$ cat config.mk
export PLATFORM = sky130hd
export DESIGN_NAME = crt_scanline_vignette_filter
export DESIGN_NICKNAME = d
export VERILOG_FILES = /design/src/hdl/csv_pkg.sv /design/src/hdl/csv_isqrt.sv /design/src/hdl/csv_gain.sv /design/src/hdl/crt_scanline_vignette_filter.sv
export SDC_FILE = /design/constraint.sdc
export NUM_CORES = 2
export LEC_CHECK = 0
export BUFFER_PORTS_ARGS = -buffer_cell sky130_fd_sc_hd__buf_2
export CAP_MARGIN = 20
export CELL_PAD_IN_SITES_DETAIL_PLACEMENT = 0
export CELL_PAD_IN_SITES_GLOBAL_PLACEMENT = 1
export CORE_UTILIZATION = 54
export CTS_BUF_LIST = sky130_fd_sc_hd__clkbuf_4
export DETAILED_ROUTE_END_ITERATION = 8
export PLACE_DENSITY = 0.81
export SLEW_MARGIN = 20
export SYNTH_ARGS = -nofsm -noshare
export SYNTH_HDL_FRONTEND = slang
export SYNTH_SLANG_ARGS = --single-unit
export TNS_END_PERCENT = 30
$ cat constraint.sdc
create_clock -name clk -period 12.7 [get_ports clk]
set_input_delay 0 -clock clk [delete_from_list [all_inputs] [get_ports clk]]
set_output_delay 0 -clock clk [all_outputs]
set_load 0.03 [all_outputs]
$ cat src/hdl/csv_pkg.sv
// Shared types and constants for the scanline and vignette pixel filter.
// Used by every module of the block; depends on nothing else.

package csv_pkg;

  // Screen geometry in pixels.
  localparam int unsigned SCREEN_WIDTH  = 320;
  localparam int unsigned SCREEN_HEIGHT = 240;

  // Field widths.
  localparam int unsigned COORD_W = 10;
  localparam int unsigned CHAN_W  = 8;

  // Distance datapath: offsets in half pixels, squared radius, square root.
  localparam int unsigned DIFF_W      = COORD_W + 1;
  localparam int unsigned SQ_W        = 2 * DIFF_W;
  localparam int unsigned RAD_W       = SQ_W + 2;
  localparam int unsigned ROOT_W      = RAD_W / 2;
  localparam int unsigned REM_W       = ROOT_W + 3;
  localparam int unsigned SQRT_STAGES = 3;
  localparam int unsigned SQRT_DIGITS = ROOT_W / SQRT_STAGES;

  // Integer square root used to size the vignette at elaboration.
  function automatic int unsigned isqrt_const(input int unsigned v);
    int unsigned res;
    int unsigned rem;
    int unsigned b;
    res = 0;
    rem = v;
    for (int k = 15; k >= 0; k--) begin
      b = 32'd1 << (2 * k);
      if (rem >= res + b) begin
        rem = rem - (res + b);
        res = (res >> 1) + b;
      end else begin
        res = res >> 1;
      end
    end
    return res;
  endfunction

  // Smoothstep edges: half the corner distance up to the full corner distance.
  localparam int unsigned CORNER_DIST =
    isqrt_const(SCREEN_WIDTH * SCREEN_WIDTH + SCREEN_HEIGHT * SCREEN_HEIGHT);
  localparam int unsigned EDGE0 = CORNER_DIST / 2;
  localparam int unsigned EDGE1 = CORNER_DIST;
  localparam int unsigned SPAN  = EDGE1 - EDGE0;

  localparam logic [ROOT_W-1:0] EDGE0_D = ROOT_W'(EDGE0);
  localparam logic [ROOT_W-1:0] EDGE1_D = ROOT_W'(EDGE1);

  // Gain is Q1.15.
  localparam int unsigned GAIN_FRAC = 15;
  localparam int unsigned GAIN_W    = GAIN_FRAC + 1;
  localparam int unsigned GAIN_ONE  = 1 << GAIN_FRAC;
  localparam int unsigned POLY_W    = GAIN_W + 1;
  localparam logic [GAIN_W-1:0] GAIN_ONE_D  = GAIN_W'(GAIN_ONE);
  localparam logic [POLY_W-1:0] THREE_ONE_D = POLY_W'(3 * GAIN_ONE);

  // Ramp position: (d - EDGE0) * 2^15 / SPAN by a reciprocal multiply. The
  // offset stays below SPAN (at most 724 for any legal screen), so a shift
  // of 10 keeps the estimate within one of the true quotient.
  localparam int unsigned SPAN_W      = 10;
  localparam int unsigned NUM_W       = SPAN_W + GAIN_FRAC;
  localparam int unsigned RECIP_SHIFT = 10;
  localparam int unsigned RECIP_W     = GAIN_FRAC + RECIP_SHIFT + 1;
  localparam int unsigned RECIP       = (2 ** (GAIN_FRAC + RECIP_SHIFT)) / SPAN;
  localparam logic [SPAN_W-1:0]  SPAN_D  = SPAN_W'(SPAN);
  localparam logic [NUM_W-1:0]   SPAN_N  = NUM_W'(SPAN);
  localparam logic [RECIP_W-1:0] RECIP_D = RECIP_W'(RECIP);

  // Scanline dimming by 4/5: (c * 820) >> 10 is exact for every 8-bit value.
  localparam int unsigned SCAN_NUM   = 4;
  localparam int unsigned SCAN_DEN   = 5;
  localparam int unsigned SCAN_SHIFT = 10;
  localparam int unsigned SCAN_MUL_W = 10;
  localparam int unsigned SCAN_MUL   =
    (SCAN_NUM * (2 ** SCAN_SHIFT) + SCAN_DEN - 1) / SCAN_DEN;
  localparam logic [SCAN_MUL_W-1:0] SCAN_MUL_D = SCAN_MUL_W'(SCAN_MUL);

  // Pipeline stage numbering.
  localparam int unsigned ST_IN      = 0;
  localparam int unsigned ST_SQ      = 1;
  localparam int unsigned ST_ROOT0   = 2;
  localparam int unsigned ST_DIV     = ST_ROOT0 + SQRT_STAGES;
  localparam int unsigned ST_T       = ST_DIV + 1;
  localparam int unsigned ST_TSQ     = ST_T + 1;
  localparam int unsigned ST_GAIN    = ST_TSQ + 1;
  localparam int unsigned ST_OUT     = ST_GAIN + 1;
  localparam int unsigned NUM_STAGES = ST_OUT + 1;
  localparam int unsigned OCC_W      = $clog2(NUM_STAGES + 1);

  // One load enable per stage.
  typedef logic [NUM_STAGES-1:0] stage_vec_t;

  typedef struct packed {
    logic [CHAN_W-1:0] red;
    logic [CHAN_W-1:0] green;
    logic [CHAN_W-1:0] blue;
  } pixel_t;

  // Configuration register indexes.
  localparam int unsigned CFG_IDX_W = 1;
  typedef enum logic [CFG_IDX_W-1:0] {
    REG_SCANLINE_EN = 1'b0,
    REG_VIGNETTE_EN = 1'b1
  } cfg_reg_t;

  localparam logic SCAN_EN_RST = 1'b1;
  localparam logic VIG_EN_RST  = 1'b1;

endpackage

$ cat src/hdl/csv_isqrt.sv
// Pipelined integer square root of the squared distance, a few digits a stage.
// Depends on csv_pkg for widths and stage numbering.

module csv_isqrt
  import csv_pkg::*;
(
  input  logic              clk,
  input  stage_vec_t        adv,
  input  logic [RAD_W-1:0]  rad,
  output logic [ROOT_W-1:0] root
);

  typedef struct packed {
    logic [REM_W-1:0]  rem;
    logic [ROOT_W-1:0] root;
    logic [RAD_W-1:0]  rad;
  } sqrt_step_t;

  // Restoring digit recurrence, one result bit per step.
  function automatic sqrt_step_t sqrt_digits(input sqrt_step_t s_in);
    sqrt_step_t s;
    logic [REM_W-1:0] rem_v;
    logic [REM_W-1:0] trial;
    s = s_in;
    for (int i = 0; i < SQRT_DIGITS; i++) begin
      rem_v = {s.rem[REM_W-3:0], s.rad[RAD_W-1 -: 2]};
      trial = REM_W'({s.root, 2'b01});
      if (rem_v >= trial) begin
        s.rem  = rem_v - trial;
        s.root = {s.root[ROOT_W-2:0], 1'b1};
      end else begin
        s.rem  = rem_v;
        s.root = {s.root[ROOT_W-2:0], 1'b0};
      end
      s.rad = {s.rad[RAD_W-3:0], 2'b00};
    end
    return s;
  endfunction

  logic [REM_W-1:0]  rem_r  [SQRT_STAGES-1];
  logic [RAD_W-1:0]  rad_r  [SQRT_STAGES-1];
  logic [ROOT_W-1:0] root_r [SQRT_STAGES];

  genvar g;
  for (g = 0; g < SQRT_STAGES; g++) begin : g_stage
    sqrt_step_t st_in;
    sqrt_step_t st_nxt;

    // First stage starts from the radicand; later ones from the stage before.
    if (g == 0) begin : g_first
      assign st_in = '{rem: '0, root: '0, rad: rad};
    end else begin : g_next
      assign st_in = '{rem: rem_r[g-1], root: root_r[g-1], rad: rad_r[g-1]};
    end

    assign st_nxt = sqrt_digits(st_in);

    // Partial remainder and unused radicand bits move on to the next stage.
    if (g < SQRT_STAGES - 1) begin : g_carry
      always_ff @(posedge clk) begin
        if (adv[ST_ROOT0 + g]) begin
          rem_r[g] <= st_nxt.rem;
          rad_r[g] <= st_nxt.rad;
        end
      end
    end

    always_ff @(posedge clk) begin
      if (adv[ST_ROOT0 + g]) begin
        root_r[g] <= st_nxt.root;
      end
    end
  end

  assign root = root_r[SQRT_STAGES-1];

endmodule

$ cat src/hdl/csv_gain.sv
// Vignette gain pipeline: ramp position, smoothstep and the Q1.15 gain.
// Depends on csv_pkg for the edges, the reciprocal and stage numbering.

module csv_gain
  import csv_pkg::*;
(
  input  logic              clk,
  input  stage_vec_t        adv,
  input  logic [ROOT_W-1:0] distance,
  output logic [GAIN_W-1:0] gain
);

  logic [SPAN_W-1:0]         x_nxt;
  logic [SPAN_W+RECIP_W-1:0] q_prod;
  logic [SPAN_W-1:0]         x_r;
  logic [GAIN_FRAC-1:0]      q0_r;
  logic                      lo_r;
  logic                      hi_r;

  logic [NUM_W-1:0]  num;
  logic [NUM_W-1:0]  back;
  logic [NUM_W-1:0]  rem;
  logic [GAIN_W-1:0] q;
  logic [GAIN_W-1:0] t_nxt;
  logic [GAIN_W-1:0] t_r;

  logic [2*GAIN_W-1:0]        tsq_full;
  logic [GAIN_W-1:0]          tsq_r;
  logic [GAIN_W-1:0]          t_d_r;
  logic [POLY_W-1:0]          poly;
  logic [GAIN_W+POLY_W-1:0]   s_full;
  logic [GAIN_W-1:0]          gain_nxt;
  logic [GAIN_W-1:0]          gain_r;

  // Offset into the ramp and a quotient estimate by reciprocal multiply.
  assign x_nxt  = SPAN_W'(distance - EDGE0_D);
  assign q_prod = {{RECIP_W{1'b0}}, x_nxt} * {{SPAN_W{1'b0}}, RECIP_D};

  always_ff @(posedge clk) begin
    if (adv[ST_DIV]) begin
      x_r  <= x_nxt;
      q0_r <= q_prod[RECIP_SHIFT +: GAIN_FRAC];
      lo_r <= (distance <= EDGE0_D);
      hi_r <= (distance >= EDGE1_D);
    end
  end

  // The estimate is at most one low; fix it with one compare, then saturate.
  assign num  = {x_r, {GAIN_FRAC{1'b0}}};
  assign back = {{SPAN_W{1'b0}}, q0_r} * {{GAIN_FRAC{1'b0}}, SPAN_D};
  assign rem  = num - back;
  assign q    = (rem >= SPAN_N) ? GAIN_W'(q0_r) + GAIN_W'(1) : GAIN_W'(q0_r);

  always_comb begin
    if (lo_r) begin
      t_nxt = '0;
    end else if (hi_r) begin
      t_nxt = GAIN_ONE_D;
    end else begin
      t_nxt = q;
    end
  end

  always_ff @(posedge clk) begin
    if (adv[ST_T]) begin
      t_r <= t_nxt;
    end
  end

  // Square of the ramp position.
  assign tsq_full = {{GAIN_W{1'b0}}, t_r} * {{GAIN_W{1'b0}}, t_r};

  always_ff @(posedge clk) begin
    if (adv[ST_TSQ]) begin
      tsq_r <= tsq_full[GAIN_FRAC +: GAIN_W];
      t_d_r <= t_r;
    end
  end

  // Smoothstep t^2 * (3 - 2t), and the gain is one minus that.
  assign poly     = THREE_ONE_D - {t_d_r, 1'b0};
  assign s_full   = {{POLY_W{1'b0}}, tsq_r} * {{GAIN_W{1'b0}}, poly};
  assign gain_nxt = GAIN_ONE_D - s_full[GAIN_FRAC +: GAIN_W];

  always_ff @(posedge clk) begin
    if (adv[ST_GAIN]) begin
      gain_r <= gain_nxt;
    end
  end

  assign gain = gain_r;

endmodule

$ cat src/hdl/crt_scanline_vignette_filter.sv
// Top level of the scanline and radial vignette pixel filter.
// Depends on csv_pkg, csv_isqrt and csv_gain.
//
//   Channel  Direction  Handshake             Payload
//   in_      input      in_valid / in_stall   column, line, red, green, blue
//   out_     output     out_valid / out_stall red, green, blue
//   cfg_     input      cfg_wr_en             index, write data
//
// One pixel per clock unless a stalled output has filled the pipeline; a pixel
// passes from its transfer in to the output register through the ten register
// stages (three in the square root).
// Reset clears all valid bits and turns both scanlines and vignette on.
// A stage holds only while the one after it is full and held, so empty
// stages keep filling while a result waits at the output.

module crt_scanline_vignette_filter
  import csv_pkg::*;
(
  input  logic                 clk,
  input  logic                 rst_n,

  input  logic                 in_valid,
  output logic                 in_stall,
  input  logic [COORD_W-1:0]   in_column,
  input  logic [COORD_W-1:0]   in_line,
  input  logic [CHAN_W-1:0]    in_red_in,
  input  logic [CHAN_W-1:0]    in_green_in,
  input  logic [CHAN_W-1:0]    in_blue_in,

  output logic                 out_valid,
  input  logic                 out_stall,
  output logic [CHAN_W-1:0]    out_red_out,
  output logic [CHAN_W-1:0]    out_green_out,
  output logic [CHAN_W-1:0]    out_blue_out,

  input  logic                 cfg_wr_en,
  input  logic [CFG_IDX_W-1:0] cfg_index,
  input  logic                 cfg_wdata
);

  localparam logic [DIFF_W-1:0] SCREEN_W_D = DIFF_W'(SCREEN_WIDTH);
  localparam logic [DIFF_W-1:0] SCREEN_H_D = DIFF_W'(SCREEN_HEIGHT);

  logic scan_en_r;
  logic vig_en_r;

  stage_vec_t vld_r;
  stage_vec_t vld_nxt;
  stage_vec_t adv;

  logic [DIFF_W-1:0] two_col;
  logic [DIFF_W-1:0] two_row;
  logic [DIFF_W-1:0] dx_nxt;
  logic [DIFF_W-1:0] dy_nxt;
  logic [DIFF_W-1:0] dx_r;
  logic [DIFF_W-1:0] dy_r;
  logic [SQ_W-1:0]   dx_sq;
  logic [SQ_W-1:0]   dy_sq;
  logic [RAD_W-1:0]  rad_nxt;
  logic [RAD_W-1:0]  rad_r;
  logic [ROOT_W-1:0] distance;
  logic [GAIN_W-1:0] gain;

  pixel_t in_pix;
  pixel_t pix_nxt;
  pixel_t pix_r [ST_GAIN+1];
  pixel_t out_pix_nxt;
  pixel_t out_pix_r;

  // Four fifths of a channel, truncated.
  function automatic logic [CHAN_W-1:0] scan_dim(input logic [CHAN_W-1:0] c);
    logic [CHAN_W+SCAN_MUL_W-1:0] p;
    p = {{SCAN_MUL_W{1'b0}}, c} * {{CHAN_W{1'b0}}, SCAN_MUL_D};
    return p[SCAN_SHIFT +: CHAN_W];
  endfunction

  // Channel times Q1.15 gain, truncated and clamped to full scale.
  function automatic logic [CHAN_W-1:0] scale_chan(input logic [CHAN_W-1:0] c,
                                                   input logic [GAIN_W-1:0] g);
    logic [CHAN_W+GAIN_W-1:0] p;
    logic [CHAN_W:0]          v;
    p = {{GAIN_W{1'b0}}, c} * {{CHAN_W{1'b0}}, g};
    v = p[GAIN_FRAC +: CHAN_W+1];
    return v[CHAN_W] ? {CHAN_W{1'b1}} : v[CHAN_W-1:0];
  endfunction

  // Configuration writes.
  always_ff @(posedge clk) begin
    if (!rst_n) begin
      scan_en_r <= SCAN_EN_RST;
      vig_en_r  <= VIG_EN_RST;
    end else if (cfg_wr_en) begin
      unique case (cfg_reg_t'(cfg_index))
        REG_SCANLINE_EN: scan_en_r <= cfg_wdata;
        REG_VIGNETTE_EN: vig_en_r  <= cfg_wdata;
      endcase
    end
  end

  // Stage load enables: a stage loads when it is empty or the next one loads.
  always_comb begin
    adv[ST_OUT] = !vld_r[ST_OUT] || !out_stall;
    for (int k = ST_OUT - 1; k >= 0; k--) begin
      adv[k] = !vld_r[k] || adv[k+1];
    end
  end

  assign in_stall = !adv[ST_IN];

  always_comb begin
    vld_nxt[ST_IN] = adv[ST_IN] ? in_valid : vld_r[ST_IN];
    for (int k = 1; k < NUM_STAGES; k++) begin
      vld_nxt[k] = adv[k] ? vld_r[k-1] : vld_r[k];
    end
  end

  always_ff @(posedge clk) begin
    if (!rst_n) begin
      vld_r <= '0;
    end else begin
      vld_r <= vld_nxt;
    end
  end

  // Input stage: offsets from the center in half pixels, scanline dimming.
  assign two_col = {in_column, 1'b0};
  assign two_row = {in_line, 1'b0};
  assign dx_nxt  = (two_col >= SCREEN_W_D) ? two_col - SCREEN_W_D : SCREEN_W_D - two_col;
  assign dy_nxt  = (two_row >= SCREEN_H_D) ? two_row - SCREEN_H_D : SCREEN_H_D - two_row;

  assign in_pix = '{red: in_red_in, green: in_green_in, blue: in_blue_in};

  always_comb begin
    if (scan_en_r && !in_line[0]) begin
      pix_nxt = '{red:   scan_dim(in_pix.red),
                  green: scan_dim(in_pix.green),
                  blue:  scan_dim(in_pix.blue)};
    end else begin
      pix_nxt = in_pix;
    end
  end

  // Squared distance.
  assign dx_sq   = {{DIFF_W{1'b0}}, dx_r} * {{DIFF_W{1'b0}}, dx_r};
  assign dy_sq   = {{DIFF_W{1'b0}}, dy_r} * {{DIFF_W{1'b0}}, dy_r};
  assign rad_nxt = RAD_W'(dx_sq) + RAD_W'(dy_sq);

  // Coordinate registers and the pixel delay line alongside the gain path.
  always_ff @(posedge clk) begin
    if (adv[ST_IN]) begin
      dx_r         <= dx_nxt;
      dy_r         <= dy_nxt;
      pix_r[ST_IN] <= pix_nxt;
    end
    if (adv[ST_SQ]) begin
      rad_r <= rad_nxt;
    end
    for (int k = 1; k <= ST_GAIN; k++) begin
      if (adv[k]) begin
        pix_r[k] <= pix_r[k-1];
      end
    end
  end

  csv_isqrt u_isqrt (
    .clk  (clk),
    .adv  (adv),
    .rad  (rad_r),
    .root (distance)
  );

  csv_gain u_gain (
    .clk      (clk),
    .adv      (adv),
    .distance (distance),
    .gain     (gain)
  );

  // Output stage: apply the vignette gain.
  always_comb begin
    if (vig_en_r) begin
      out_pix_nxt = '{red:   scale_chan(pix_r[ST_GAIN].red, gain),
                      green: scale_chan(pix_r[ST_GAIN].green, gain),
                      blue:  scale_chan(pix_r[ST_GAIN].blue, gain)};
    end else begin
      out_pix_nxt = pix_r[ST_GAIN];
    end
  end

  always_ff @(posedge clk) begin
    if (adv[ST_OUT]) begin
      out_pix_r <= out_pix_nxt;
    end
  end

  assign out_valid     = vld_r[ST_OUT];
  assign out_red_out   = out_pix_r.red;
  assign out_green_out = out_pix_r.green;
  assign out_blue_out  = out_pix_r.blue;

endmodule

After elaboration in Yosys (flattened, before gate mapping)
Memory sizes are Yosys's and may differ from the RTL's.
Cells that the tools add are included.
{"block": "totals", "memories": 4, "ram_bits": 314, "register_bits": 173, "wordCells": 148, "output_inout_bits": 26, "inputBits": 51}
{"name": "pix_r", "depth": 9, "word_bits": 24, "rd": 9, "rd_clocked_by_memory_dff": 0, "wr": 9, "line": "crt_scanline_vignette_filter.sv:66", "rtl": "pixel_t pix_r [ST_GAIN+1];"}
{"name": "u_isqrt.root_r", "depth": 3, "word_bits": 12, "rd": 3, "rd_clocked_by_memory_dff": 0, "wr": 3, "line": "csv_isqrt.sv:42", "rtl": "logic [ROOT_W-1:0] root_r [SQRT_STAGES];"}
{"name": "u_isqrt.rad_r", "depth": 2, "word_bits": 16, "rd": 2, "rd_clocked_by_memory_dff": 0, "wr": 2, "line": "csv_isqrt.sv:41", "rtl": "logic [RAD_W-1:0] rad_r [SQRT_STAGES-1];"}
{"name": "u_isqrt.rem_r", "depth": 2, "word_bits": 15, "rd": 2, "rd_clocked_by_memory_dff": 0, "wr": 2, "line": "csv_isqrt.sv:40", "rtl": "logic [REM_W-1:0] rem_r [SQRT_STAGES-1];"}
{"block": "classes", "muxes": 39, "n_mul": 12, "reduce_logical": 27, "n_lt_le_gt_ge": 17, "add_sub_neg": 21, "bitwise": 1}
{"op": "25-bit two-way mux", "count": 9}
{"op": "15-bit by 14-bit greater-or-equal comparator with 1-bit output", "count": 11}
{"op": "13-bit subtractor", "count": 8}
{"op": "8-bit by 16-bit multiplier with 24-bit output", "count": 3}
{"op": "27-bit two-way mux", "count": 2}
{"op": "8-bit by 8-bit multiplier with 16-bit output (second input constant)", "count": 3}
{"op": "24-bit two-way mux", "count": 2}
{"op": "11-bit by 11-bit multiplier with 22-bit output", "count": 2}
{"op": "16-bit two-way mux", "count": 2}
{"op": "16-bit by 16-bit multiplier with 31-bit output", "count": 1}
{"op": "16-bit by 17-bit multiplier with 31-bit output", "count": 1}
{"op": "15-bit by 14-bit subtractor with 15-bit output", "count": 2}
{"op": "25-bit by 8-bit greater-or-equal comparator with 1-bit output (second input constant)", "count": 1}
{"op": "25-bit by 23-bit subtractor with 25-bit output", "count": 1}
{"op": "8-bit two-way mux", "count": 3}
{"op": "22-bit by 22-bit adder with 23-bit output", "count": 1}
{"op": "10-bit by 16-bit multiplier with 23-bit output (second input constant)", "count": 1}
{"op": "11-bit two-way mux", "count": 2}
{"op": "15-bit by 5-bit multiplier with 20-bit output (second input constant)", "count": 1}
{"op": "1-bit two-way mux", "count": 19}
{"op": "17-bit subtractor (first input constant)", "count": 1}
{"op": "15-bit by 1-bit adder with 16-bit output (second input constant)", "count": 1}
{"op": "16-bit subtractor (first input constant)", "count": 1}
{"op": "1-bit logical NOT", "count": 13}
{"op": "16 further kinds", "count": 26}

Logic depth before layout (Yosys ltp)
{"block": "depth", "depth_word": 13, "depth_mapped": 43, "depth_no_buf": 40}

Modules after synthesis
From an unflattened synthesis, not the netlist that was laid out.
{"block": "hier_totals", "cells_unflattened": 6076, "hier_area_um2": 60476.8}
{"mod": "crt_scanline_vignette_filter", "area_per_inst_um2": 29568.4, "cells_each": 2753, "instances": 1, "seq_area_each_um2": 8678.3}
{"mod": "csv_gain", "area_per_inst_um2": 23256.1, "cells_each": 2458, "instances": 1, "seq_area_each_um2": 2732.6}
{"mod": "csv_isqrt", "area_per_inst_um2": 7652.3, "cells_each": 865, "instances": 1, "seq_area_each_um2": 2222.1}

Worst setup path after synthesis
No wires, ideal clock.
{"block": "synth_timing", "path_type": "flip-flop to flip-flop", "start": "register u_gain.t_d_r[0]", "end": "register u_gain.gain_r[14], in the netlist u_gain.gain[14], data pin", "arrival_ns": 8.876, "period_less_slack_ns": 9.147, "path_slack_ns": 3.553, "path_buffers": 2, "setup_ns": 0.271, "stages_incl_launch_ff": 37, "t_required_ns": 12.429, "cell_sequence": "edfxtp_1 > clkbuf_1 > inv_1 > ha_1 > nand2b_1 > nand2b_1 > nor4_1 > nand2_1 > xor2_1 > clkbuf_1 > nand2_1 > fa_1 > inv_1 > fa_1 > inv_1 > fa_1 > inv_1 > fa_1 > inv_1 > fa_1 > fa_1 > inv_1 > ha_1 > a21o_1 > or2_2 > a21o_1 > a21oi_2 > a21oi_2 > a311oi_1 > nor3_1 > or4_1 > or3_4 > nor2_4 > nand3b_1 > mux2_2 > a221oi_1 > xor2_1"}
{"block": "synth_via", "elab_chain_len": 3}
{"element": "from (decl)", "line": "csv_gain.sv:29", "rtl": "logic [GAIN_W-1:0] t_d_r;"}
{"element": "from (signal assigned)", "line": "csv_gain.sv:76", "rtl": "t_d_r <= t_r;"}
{"element": "17-bit subtractor", "line": "csv_gain.sv:81", "rtl": "assign poly = THREE_ONE_D - {t_d_r, 1'b0};"}
{"element": "16-bit by 17-bit multiplier with 31-bit output", "line": "csv_gain.sv:82", "rtl": "assign s_full = {{POLY_W{1'b0}}, tsq_r} * {{GAIN_W{1'b0}}, poly};"}
{"element": "16-bit subtractor", "line": "csv_gain.sv:83", "rtl": "assign gain_nxt = GAIN_ONE_D - s_full[GAIN_FRAC +: GAIN_W];"}
{"element": "named net u_gain.gain_nxt[14]", "line": "csv_gain.sv:32", "rtl": "logic [GAIN_W-1:0] gain_nxt;"}
{"element": "to (signal assigned)", "line": "csv_gain.sv:87", "rtl": "gain_r <= gain_nxt;"}
{"element": "to (decl)", "line": "csv_gain.sv:33", "rtl": "logic [GAIN_W-1:0] gain_r;"}
The timed path passes the listed nets, and every way through them passes these cells.
A chain may end at the register's enable or synchronous reset.

==> impl_metrics.toml <==
[cts]
root_buffer = "clkbuf_4"
clock-sinks = 454
post_cts_buffers = 0
cts.clk_slew.worst_paths_ps = 60
htree_levels = 3
cts_buffers = 117
cts_resized = 0
clock_latency_ps = 1000
cts_buffer_depth = 3
cts_tree = "done"

[die]
start_util_pct = 54.83
rows = 120
io_pins = 77
die_w_um = 332.6
die-area_mm2 = 0.1106
core-area_mm2 = 0.1077
die_y_um = 332.6

[cells_and_area]
seqCellArea_mm2 = 0.01351
area_growth_pct = 7.724
final_nets = 7721
layout-drive-gt1-share_pct = 6.520
multiInputGateArea_mm2 = 0.04027
num-fill-cells = 9197

[timing]
min_period_ps = 10340
fmax_mhz = 96.72
finalMaxSlewViolations = 0
fin_setup_tns_ps = 0
fin_skew_ps = 142.5
rsz0062_at_grt = "false"
period_share_pct = 81.41
hold_viol_final = 0
relSlewSlack_pct = 24.74
tightest_slew_ps = 1129
setup_violations = 0

[critical_path]
end_kind = "flip-flop"
crit_start = "u_isqrt.root_r[0][3]"
r2r_start = "u_isqrt.root_r[0][3]"
required_ps = 13370
r2r_end = "u_isqrt.rem_r[0][21]"
rr_worst_depth = 34
critPathMaxFanout = 18
critPathMostFrequentCell = "ha_1"
crit_type = "flip-flop to flip-flop"
cpPeakStageDelay_ps = 680
critPathCapture = "u_isqrt.rem_r[0][21]"
critPathSlowestCell = "a221oi_1"
critPathArrivalTime_ps = 11010
cp-start-kind = "flip-flop"
r2r_slack_ps = 2360

[drt]
ant_nets = 0
dr_total_vias = 40169
drt_iter0_markers = 1933
drc = 0
via_per_inst = 5.294
routed_wl_mm = 124.6
wl_per_cell_um = 16.42
drtPass1Iterations = 8

[grt]
grt_max_degree = 52
grt_antenna_before_repair = 2
grt_overflow_total = 0
grt_pass1_wl_mm = 209.8
grt_pass1_vias = 42203
grt_use_total_pct = 23.38

[placed_design]
io_buffers = 76
hpwl_mm = 96.77
gp_congestion = 0.8743

[worst_hold_path]
min-delay-start = "in_green_in[7]"
hold_class = "input pin to flip-flop"

[yosys]
async_reset_ff_share_pct = 0
syn_area_mm2 = 0.05903
synth_nets = 7521
yosys-top-cells-area = "fa_1 28%, edfxtp_1 22%, ha_1 16%"
synth_cell_types = 103
synth.largest_area_cell = "fa_1"
yosysWarningCount = 0
synth_edf_count = 442
synthCells = 5891
netlist.area_leader.share_pct = 27.84
synth_ff_type = "edfxtp_1"
avgSynthCellArea_um2 = 10.02
synth-seq-cells = 454
seq_area_frac_synth_pct = 22.89

[run]
cap_violations = 0

[run_status]
status = "completed"
==> cell type report <==
cell class / instances / area share [%]
sequential: 454 / 21.25
antenna: 4 / 0.01574
clock buffer: 172 / 2.031
inverter: 1234 / 7.284
tap: 1403 / 2.761
timing repair buffer: 243 / 3.030
clock inverter: 37 / 0.2932
multi-input combinational: 4041 / 63.34
==> sequential cells by signal (all words and copies together) (netlist names), 8 cells and up <==
register and flops:
u_isqrt.rem_r 26, u_gain.x_r 10, u_gain.q0_r 15, out_red_out 8, u_gain.t_d_r 16, dy_r 10, u_gain.gain 16, dx_r 10
u_gain.t_r 16, vld_r 10, out_blue_out 8, u_isqrt.rad_r 20, u_gain.tsq_r 16, out_green_out 8, rad_r 21, u_isqrt.root_r 24
pix_r 216
==> routing by layer <==
metal	track usage [%]	vias up	part of all wire, %
li1	-	19232	-
met1	30.91	19965	44
met2	40.74	832	50
met3	2.769	140	4.2
met4	5.930	0	2.1
met5	0	-	0
==> cell families (layout without fill, tap and decap cells) <==
family	Yosys count	after routing	share of synthesized area (%)
flops	454	454	22.89
other cells	0	4	0
buf+inv	1396	1686	8.902
compound gates	598	598	6.802
simple gates	1561	1561	12.88
xor+xnor	274	274	4.078
mux	29	29	0.5341
fa+ha+maj	1579	1579	43.91
==> per-stage QoR <==
step	std cells	setup slack [ps]	utilization (%)	hold slack [ps]	area, µm²
6_report	7588	2361	59.07	109.0	63590
5_1_grt	7587	1562	59.07	38.03	63590
4_1_cts	7584	2485	59.06	3.205	63580
3_5_place_dp	7258	2493	56.60	225.4	60930
3_3_place_gp	7258	2786	56.60	225.1	60930
2_1_floorplan	5891	3553	-	98.87	59030
==> critical path, delay by kind of cell (launching register included) <==
kind,cells,cell delay (ps)
adders and majority gates,4,1520
AOI/OAI and AO/OA,7,2300
DFF,1,340
xor gates and xnor gates,1,280
and+or+nand+nor,16,4340
muxes,2,460
buffers and inverters,4,780
==> Yosys cell counts (12+ instances only) <==
master    instances
a211oi_1         16
a21boi_0         12
a21o_1           70
a21oi_1         164
a31o_2           13
a31oi_1          22
and2_1          368
and3_1           21
clkbuf_1        154
dfxtp_1          12
edfxtp_1        442
fa_1            821
ha_1            758
inv_1          1230
mux2_2           15
mux2i_1          12
nand2_1         616
nand2b_1         27
nand3_1          44
nand4_1          22
nor2_1          234
nor2b_1          50
nor3_1           78
nor4_1           15
o21a_1           42
o21ai_0         110
o21bai_1         22
o22a_1           17
or2_2            14
or3_1            21
xnor2_1         184
xor2_1           89
==> how the worst min path moves through the flow <==
| stage | end | slack, ps | cells after the start |
|---|---|---|---|
| after floorplan | dx_r[1] | 100 | 0 |
| after global placement | dy_r[1] | 230 | 1 |
| after detailed placement | dy_r[1] | 230 | 1 |
| after CTS | pix_r[0][15] | 3 | 4 |
| after global routing | pix_r[0][3] | 40 | 4 |
| final | pix_r[0][15] | 110 | 4 |
==> placed cells by master, fill, tap and decap left out, drive strengths merged, types with 11 or more instances in the layout <==
master	n
a211oi	18
nor2	236
a21oi	169
nand2	617
nor2b	50
o211ai	12
inv	1237
a21boi	13
mux2i	12
a21o	70
mux2	17
xor2	90
o21bai	22
ha	758
xnor2	184
a31oi	24
nand2b	27
buf	126
nor4	15
or2	18
nand4	22
dfxtp	12
dlygate4sd3	117
nor3	81
o22a	17
or3	23
clkinv	33
fa	821
o31ai	11
o21a	42
o21ai	115
and3	21
clkbuf	172
edfxtp	442
and2	368
a31o	14
nand3	44
==> repair_timing <==
action	in CTS	in global routing
hold endpoints to repair	80	0
setup endpoints to repair	0	0
hold buffers	117	0
Power is left out: the tool's default activity adds up to more than one toggle a clock period on the data nets, which glitch-free logic cannot reach.
